$ cat config.mk
export PLATFORM = sky130hd
export DESIGN_NAME = sab_ctrl
export DESIGN_NICKNAME = d
export VERILOG_FILES = /design/src/sab_pkg.sv /design/src/sab_ctrl.sv
export SDC_FILE = /design/constraint.sdc
export NUM_CORES = 1
export LEC_CHECK = 0
export BUFFER_PORTS_ARGS = -buffer_cell sky130_fd_sc_hd__buf_2
export CAP_MARGIN = 20
export CORE_AREA = 3 3 40 42
export DETAILED_ROUTE_END_ITERATION = 12
export DIE_AREA = 0 0 43 45
export GPL_TIMING_DRIVEN = 0
export HOLD_SLACK_MARGIN = 0.15
export PLACE_DENSITY_LB_ADDON = 0.08
export RECOVER_POWER = 50
export SYNTH_ARGS = -nofsm -noshare
export SYNTH_HDL_FRONTEND = slang
export SYNTH_SLANG_ARGS = --single-unit
$ cat constraint.sdc
create_clock -name i_clk -period 1.35 [get_ports i_clk]
set_clock_uncertainty 0.15 [all_clocks]
set_input_delay 0.0675 -clock i_clk [delete_from_list [all_inputs] [get_ports i_clk]]
set_output_delay 0.0675 -clock i_clk [all_outputs]
set_load 0.02 [all_outputs]
$ cat src/sab_pkg.sv
// shared types, sizes and helper functions for the suffix automaton builder
// no dependencies
package sab_pkg;

    localparam int MAX_LEN     = 4096;
    localparam int ALPHABET    = 26;
    localparam int STATE_NUM   = 2 * MAX_LEN;
    localparam int STATE_W     = $clog2(STATE_NUM);
    localparam int LEN_W       = $clog2(MAX_LEN + 1);
    localparam int LETTER_W    = 5;
    localparam int EDGE_W      = 14;
    localparam int K_W         = $clog2(ALPHABET + 1);
    localparam int EDGE_DEPTH  = STATE_NUM * ALPHABET;
    localparam int EDGE_AW     = $clog2(EDGE_DEPTH);
    localparam int EDGE_MAX    = (1 << EDGE_W) - 1;

    typedef logic [STATE_W-1:0]  t_state;
    typedef logic [LEN_W-1:0]    t_len;
    typedef logic [LETTER_W-1:0] t_letter;
    typedef logic [EDGE_W-1:0]   t_edges;
    typedef logic [EDGE_AW-1:0]  t_eaddr;

    typedef enum logic [3:0] {
        OP_NONE,
        OP_CLEAR,
        OP_START,
        OP_WALK_RD,
        OP_WALK_CHK,
        OP_Q_RD,
        OP_CMP,
        OP_LINK_Q,
        OP_LINK_R,
        OP_COPY,
        OP_REDIR_RD,
        OP_REDIR_CHK,
        OP_FINISH
    } t_op;

    typedef enum logic [3:0] {
        S_CLEAR,
        S_IDLE,
        S_WALK_RD,
        S_WALK_CHK,
        S_Q_RD,
        S_CMP,
        S_LINK_Q,
        S_LINK_R,
        S_COPY,
        S_REDIR_RD,
        S_REDIR_CHK,
        S_FINISH
    } t_fsm;

    typedef struct packed {
        t_op op;
    } t_cmd;

    typedef struct packed {
        logic clr_done;
        logic ignore;
        logic e_zero;
        logic p_root;
        logic len_eq;
        logic copy_done;
        logic redir_hit;
        logic out_busy;
    } t_stat;

    function automatic t_eaddr edge_addr(input t_state s, input t_letter l);
        return t_eaddr'(s) * t_eaddr'(ALPHABET) + t_eaddr'(l);
    endfunction

    function automatic t_edges edge_inc(input t_edges e);
        return (e == t_edges'(EDGE_MAX)) ? e : e + t_edges'(1);
    endfunction

endpackage

$ cat src/sab_ctrl.sv
// controller state machine sequencing the automaton update
// depends on sab_pkg
module sab_ctrl (
    input  logic          i_clk,
    input  logic          i_rst_n,
    input  logic          i_valid,
    output logic          o_ready,
    input  sab_pkg::t_stat i_stat,
    output sab_pkg::t_cmd  o_cmd
);
    import sab_pkg::*;

    t_fsm r_state, n_state;

    always_ff @(posedge i_clk) begin
        if (!i_rst_n) begin
            r_state <= S_CLEAR;
        end else begin
            r_state <= n_state;
        end
    end

    always_comb begin
        n_state  = r_state;
        o_cmd.op = OP_NONE;
        o_ready  = 1'b0;
        unique case (r_state)
            S_CLEAR: begin
                o_cmd.op = OP_CLEAR;
                if (i_stat.clr_done) n_state = S_IDLE;
            end
            S_IDLE: begin
                o_ready = 1'b1;
                if (i_valid) begin
                    o_cmd.op = OP_START;
                    n_state  = i_stat.ignore ? S_FINISH : S_WALK_RD;
                end
            end
            S_WALK_RD: begin
                o_cmd.op = OP_WALK_RD;
                n_state  = S_WALK_CHK;
            end
            S_WALK_CHK: begin
                o_cmd.op = OP_WALK_CHK;
                if (!i_stat.e_zero) n_state = S_Q_RD;
                else if (i_stat.p_root) n_state = S_FINISH;
                else n_state = S_WALK_RD;
            end
            S_Q_RD: begin
                o_cmd.op = OP_Q_RD;
                n_state  = S_CMP;
            end
            S_CMP: begin
                o_cmd.op = OP_CMP;
                n_state  = i_stat.len_eq ? S_FINISH : S_LINK_Q;
            end
            S_LINK_Q: begin
                o_cmd.op = OP_LINK_Q;
                n_state  = S_LINK_R;
            end
            S_LINK_R: begin
                o_cmd.op = OP_LINK_R;
                n_state  = S_COPY;
            end
            S_COPY: begin
                o_cmd.op = OP_COPY;
                if (i_stat.copy_done) n_state = S_REDIR_RD;
            end
            S_REDIR_RD: begin
                o_cmd.op = OP_REDIR_RD;
                n_state  = S_REDIR_CHK;
            end
            S_REDIR_CHK: begin
                o_cmd.op = OP_REDIR_CHK;
                if (!i_stat.redir_hit || i_stat.p_root) n_state = S_FINISH;
                else n_state = S_REDIR_RD;
            end
            S_FINISH: begin
                if (!i_stat.out_busy) begin
                    o_cmd.op = OP_FINISH;
                    n_state  = S_IDLE;
                end
            end
            default: n_state = S_CLEAR;
        endcase
    end
endmodule

==> results of run 1 <==
==> routing by layer <==
metal  track usage  wire length (um)  share of wire
met5             0                 0              0
met4        0.0422                 8         0.0051
met1         0.189               592           0.38
met3        0.0438               162           0.10
met2         0.266               808           0.51
==> worst max-delay path by stage <==
| stage | from | endpoint | slack, ps |
|---|---|---|---|
| 6_report | r_state[0] | o_cmd[1] | -110 |
| 5_1_grt | r_state[0] | o_cmd[1] | -190 |
| 4_1_cts | r_state[3] | o_cmd[1] | -120 |
| 3_5_place_dp | r_state[1] | r_state[1] | -180 |
| 3_3_place_gp | r_state[3] | r_state[3] | -210 |
| 2_1_floorplan | r_state[3] | o_cmd[1] | -20 |
==> power by group <==
part | internal (mW) | switching (mW)
registers | 0.146 | 0.0353
logic | 0.345 | 0.284
clock network | 0.0992 | 0.0458
total | 0.591 | 0.365
==> worst reg2reg max path, stage by stage (launching register included) <==
cell,delay (ps)
dfxtp_4,350
buf_6,110
buf_6,90
nor2_2,40
a211oi_4,270
nand2_1,100
o31ai_2,190
==> placed cells by master (no fill, tap or decap), drive strengths merged, types with 2 or more instances in the layout <==
cell type    Yosys  routed
and2             2       2
nor2b            2       2
a21oi            4       4
o22ai            3       3
nor4b            2       2
dlygate4sd3      0       4
clkbuf           1       4
dfxtp            4       4
o21ai            7       7
a211oi           3       3
o31ai            2       2
buf              4      33
nor2             3       3
nor3             4       4
inv              4       4
and3             2       2
nand2            8       8
==> logic make-up (layout without fill, tap and decap cells) <==
| kind of cell | count (synthesis) | count (layout) |
|---|---|---|
| AOI/OAI and AO/OA | 22 | 22 |
| buffers and inverters | 9 | 45 |
| DFF | 4 | 4 |
| muxes | 1 | 1 |
| and+or+nand+nor | 28 | 28 |
==> through the flow <==
stage	power [mW]	setup slack (ps)	area, um2
finish	0.956	-115	862
detailed placement	0.547	-177	559
global route	1.02	-186	862
floorplan	0.445	-16.8	465
CTS	0.878	-124	793
global placement	0.550	-205	559
==> what timing repair did <==
item	4_1_cts	5_1_grt
buffers inserted	11	3
pin swaps	9	7
gates resized for setup	23	15
cloned	1	0
setup endpoints to repair	8	8
hold endpoints to repair	4	1
==> layout make-up <==
cell class	count	area (um2)	share of cell area
multi-input cells	51	399	0.463
repair buffers	34	253	0.293
flip-flops and latches	4	95.1	0.110
plain buffers	4	58.8	0.0682
clock buffers	3	22.5	0.0261
well taps	15	18.8	0.0218
inverters	4	15.0	0.0174
==> reports/summary.md, run 1 <==
* 0.671 — core utilization of the finished layout
* 1250 ps — worst endpoint data arrival time
* 4 — number of hold-repair buffers added at the cts stage
* flip-flops — family with the most delay on the worst path
* 0.728 — relative slew slack
* -458 ps — Fin Setup TNS
* 40 ps — clock slew seen by the registers of the worst setup and hold paths
* 1940 um2 — total die area
* 7.00 um2 — syn avg cell area
* buf_6 -> and2_4 -> a211oi_2 -> buf_4 — critical path, cell by cell
* 5.43 — number of vias per cell after detailed routing
* 6 — CP Max Fanout
* 8 x nand2_1, 7 x o21ai_0, 4 x a21oi_1, 4 x dfxtp_1, 4 x inv_1 — list of most frequent post-synthesis cells
* i_stat[0] — launch instance of the worst min-delay path
* 4 — number of register bits inferred by synthesis
* 561 — via count of the first global-routing pass
* 16 — io pins
* 0.155 — total routing resource utilization after global routing
* 125 ps — final worst hold slack
* 94 — Placed Cells incl. Taps
* 75 — net count of the mapped netlist
* 0.179 — sequential element share of the synthesized area
* 0.0223 — multiplexer share of the synthesized area
* complete, but fails checks — outcome
* yes — RSZ-0062 raised after global routing
* 230 ps — later-pin clock latency in the skew report
* 0.830 — global placement routability congestion
* 0 — initial antenna violation count
* r_state[1] — worst reg2reg endpoint
* 109 — Filler Cell Count
* 0 — async set-reset flop share out of synthesis
* 6 — number of cells on the worst reg-to-reg path
* 45 um — y dimension of the die
* 113 — Final #Nets
* setup timing — failing checks
* in2reg — Hold Crit Class
* 448 um2 — post-synth design cell area
* 0.316 — share of the synthesized area in compound gates (AO/OA/AOI/OAI)
* 1130 ps — required time of the critical path
* 1.57 mm — Total Routed Length
* 2 — CTS max path bufs
* 0.683 GHz — Max Clk Rate
* reg2out — kind of critical path
* 13.7 um — wire length per cell after detailed routing
* 941 um — HPWL Detailed
* r_state x4 — registers with the highest flip-flop counts
* r_state — Top reg by flops
* 0 — xor-xnor portion of the synthesized cell area
* dfxtp_1 — Post-synth top flop
* 15 — total of buffers placed on input and output ports
* 0 — count of final max-slew check failures
* nand2_1 — cell with the most instances after synthesis
* 0 — DRT antenna net count
* 9 — largest net degree at the start of global routing
* 0 — Max-Cap Viols
* r_state[1] — Worst Hold Endpoint
* 4 — max FFs per register
* clkbuf_4 — clock root buffer
* 360 ps — maximum single-stage delay on the critical path
* -50 ps — minimum setup slack among reg-to-reg paths
* 3 — clock buffer count from CTS
* 0 — adder-cell share of the synthesized area
* 0.580 — share of final-layout standard cells stronger than drive strength 1
* -115 ps — Worst Slack Setup Final
* 43 um — overall die width
* 1280 um2 — standard cell core area
* 4 — count of clock tree sinks
* 0 — number of enable flip-flop cells after synthesis
* 2.30 mm — global-route wire length before repair
* dfxtp_1 — cell accounting for the most synthesized area
* 30 — number of distinct library cells after synthesis
* 1460 ps — shortest clock period the worst path allows after layout
* 1110 nW/um2 — total power divided by cell area
* simple AND/OR/NAND/NOR gates — combinational family with the most area after synthesis
* 13 — floorplan row count
* 64 — Synth Instances
* dfxtp_4 — slowest library cell on the worst path
* 0 — Synth warnings
* dfxtp_1 18%, o21ai_0 7.8%, buf_6 7.5%, nand2_1 6.7%, a21oi_1 4.5% — largest cells by area after synthesis
* 2 — worst path bufs/invs
* 0 — residual DRC count
* 0 — count of endpoints failing hold in the final timing report
* 625 — total via count after detailed routing
* 0.179 — Yosys top cell area share
* 0.355 — Synth Area in Simple Gates
* 0 — total congestion overflow after global routing
* 0.363 nW — standby leakage power
* 1.08 — fin crit share
* 115 — post-layout instance count excluding filler cells
* 0.000459 V — VDD IR-drop max
* 7 — final setup violation count
* 4 — stages on the worst setup path
* 4 — number of detailed-routing iterations run before antenna repair
* 23 — Iteration-0 DRC Markers
* 403 ps — actual slew at the worst max-slew pin
* flip-flop — startpoint kind of the worst setup timing path
* 0 — antenna cell count
* 4 — depth of the worst hold-timing path
* r_state[1] — R2R Path Start
* 0.349 — effective utilization at floorplan
* yes — CTS tree
* 92.5% — Layout Area Growth over Synthesis
* output port — Worst setup EP type
* 1 — number of H-tree levels
(Power assumes the default switching activity.)
==> inputs of run 2 (changes only) <==
==> constraint.sdc (replaced) <==
create_clock -name i_clk -period 1.35 [get_ports i_clk]
set_clock_uncertainty 0.15 [all_clocks]
set_input_delay 0.405 -clock i_clk [delete_from_list [all_inputs] [get_ports i_clk]]
set_output_delay 0.405 -clock i_clk [all_outputs]
set_load 0.02 [all_outputs]
==> run 2 against run 1 <==
The flow still finishes with violations (setup timing). Sequential power shrank 4%. Power increased by 10%. Sequential share of layout area shrank 1.1 points. Worst hold slack better by 130 ps. Final cell count up 0.87%. First-iteration DRC count is 26% lower. Non-clock buffer count increased by 1. Die area unchanged. Critical path depth increased by 2. Utilization rose by 5.4 points. Register-to-register slack lost 220 ps. Largest power group unchanged. Highest routed layer unchanged.
==> reports/summary.md, run 2 (synthesis gave the netlist of run 1 again) <==
* 0.724 — core utilization of the finished layout, +0.0536
* 1130 nW/um2 — total power divided by cell area, +1.8%
* 16 — io pins, unchanged
* 2 — worst path bufs/invs, unchanged
* buf_6 -> and2_4 -> nand2_2 -> nand2_2 -> o22ai_4 -> buf_6 — critical path, cell by cell
* 45 um — y dimension of the die, unchanged
* 30 ps — clock slew seen by the registers of the worst setup and hold paths, about the same
* 4 — count of clock tree sinks, unchanged
* clkbuf_4 — clock root buffer
* 92.6 um2 — combined flip-flop and latch cell area, -2.6%
* 0 — DRT antenna net count, unchanged
* 0 — residual DRC count, unchanged
* 0.823 — global placement routability congestion, -0.87%
* 230 ps — later-pin clock latency in the skew report, about the same
* 1260 ps — worst endpoint data arrival time, about the same
* 93 — Filler Cell Count, -15%
* 15.6 um — wire length per cell after detailed routing, +14%
* flip-flop — startpoint kind of the worst setup timing path
* 350 ps — maximum single-stage delay on the critical path, about the same
* 1.34 — fin crit share, +0.257
* r_state x4 — registers with the highest flip-flop counts
* flip-flops — family with the most delay on the worst path
* 0 — Max-Cap Viols, unchanged
* 1.03 mm — HPWL Detailed, +9.7%
* 0 — count of final max-slew check failures, unchanged
* 5 — CP Max Fanout, -1
* yes — CTS tree
* 0 — initial antenna violation count, unchanged
* 0.660 — relative slew slack, -0.0683
* reg2out — kind of critical path
* 0.663 — share of final-layout standard cells stronger than drive strength 1, +0.0834
* 1280 um2 — standard cell core area, unchanged
* yes — RSZ-0062 raised after global routing
* setup timing — failing checks
* buf_4 — commonest non-fill, non-tap cell in the layout
* 2 — CTS max path bufs, unchanged
* -462 ps — Worst Slack Setup Final, -347 ps
* 0.349 — effective utilization at floorplan, unchanged
* 13 x buf_4, 12 x buf_6, 10 x buf_2, 5 x nand2_1, 5 x o21ai_0 — leading cell types in the layout, fill and taps excluded
* dfxtp_4 — slowest library cell on the worst path
* 9 — largest net degree at the start of global routing, unchanged
* 800 ps — required time of the critical path, -330 ps
* 1.05 mW — total design power, +10%
* 5.60 — number of vias per cell after detailed routing, +3.1%
* 0.000785 V — VDD IR-drop max, +71%
* 0 — antenna cell count, unchanged
* 424 um2 — combined area of the multi-input logic cells, +6.3%
* 650 — total via count after detailed routing, +4.0%
* 0 — count of endpoints failing hold in the final timing report, unchanged
* 1810 ps — shortest clock period the worst path allows after layout, +347 ps
* 0.552 GHz — Max Clk Rate, -19%
* 4 — number of detailed-routing iterations run before antenna repair, unchanged
* 17 — Iteration-0 DRC Markers, -26%
* 116 — post-layout instance count excluding filler cells, +0.87%
* complete, but fails checks — outcome
* 4 — max FFs per register, unchanged
* 114 — Final #Nets, +0.88%
* 1 — number of H-tree levels, unchanged
* 13 — floorplan row count, unchanged
* 1940 um2 — total die area, unchanged
* 588 — via count of the first global-routing pass, +4.8%
* 108% — Layout Area Growth over Synthesis
* 1.81 mm — Total Routed Length, +15%
* 0 — total congestion overflow after global routing, unchanged
* -2660 ps — Fin Setup TNS, -2200 ps
* 0.388 nW — standby leakage power, +6.7%
* 2.68 mm — global-route wire length before repair, +16%
* 0.190 — total routing resource utilization after global routing, +0.0357
* 43 um — overall die width, unchanged
* 8 — final setup violation count, +1
* r_state — Top reg by flops
* 0 — number of hold-repair buffers added at the cts stage, -4
* output port — Worst setup EP type
* 3 — clock buffer count from CTS, unchanged
* 94 — Placed Cells incl. Taps, unchanged
* in2reg — Hold Crit Class
* 15 — total of buffers placed on input and output ports, unchanged
* 504 ps — actual slew at the worst max-slew pin, +101 ps
==> run 2: metal layers <==
metal  up-vias  wire length (um)  track usage
met5         -                 0            0
met4         0                20       0.0783
met3         2               122       0.0478
met2        31               946        0.311
met1       304               720        0.240
li1        313                 -            -
==> run 2: final timing paths <==
kind	slack (ps)	start	to	cells past startpoint
worst max-delay path	-460	r_state[1]	o_cmd[3]	6
worst min-delay path	260	i_rst_n	r_state[0]	3
worst max register to register	-270	r_state[2]	r_state[3]	5
worst min register to register	600	r_state[1]	r_state[0]	3
==> run 2: timing repair <==
item / 4_1_cts / 5_1_grt
endpoints found under the setup margin: 8 / 8
gates resized for setup: 23 / 11
buffers inserted: 11 / 11
pin swaps: 7 / 11
==> run 2: power breakdown <==
part	switching [mW]	internal [mW]	total [mW]
logic	0.332	0.400	0.732
clock network	0.0465	0.0992	0.146
registers	0.0282	0.145	0.174
==> run 2: final cells by class <==
type	count	share of cell area
inverters	4	0.0161
clock buffers	3	0.0242
multi-input cells	51	0.456
plain buffers	4	0.0672
repair buffers	35	0.317
well taps	15	0.0202
flip-flops and latches	4	0.0995
==> run 2: worst reg2reg max path, stage by stage, from the launching register on <==
cell      delay [ps]
dfxtp_4          350
buf_4            130
mux2i_1          110
nor4b_1          450
o311ai_1         180
a21oi_1          180
==> run 2: through the flow <==
step | worst slack, ps | instance area [um2] | hold slack (ps)
2_1_floorplan | -145 | 549 | 361
6_report | -462 | 931 | 260
3_3_place_gp | -291 | 643 | 497
4_1_cts | -445 | 817 | 253
3_5_place_dp | -304 | 643 | 498
5_1_grt | -528 | 931 | 250
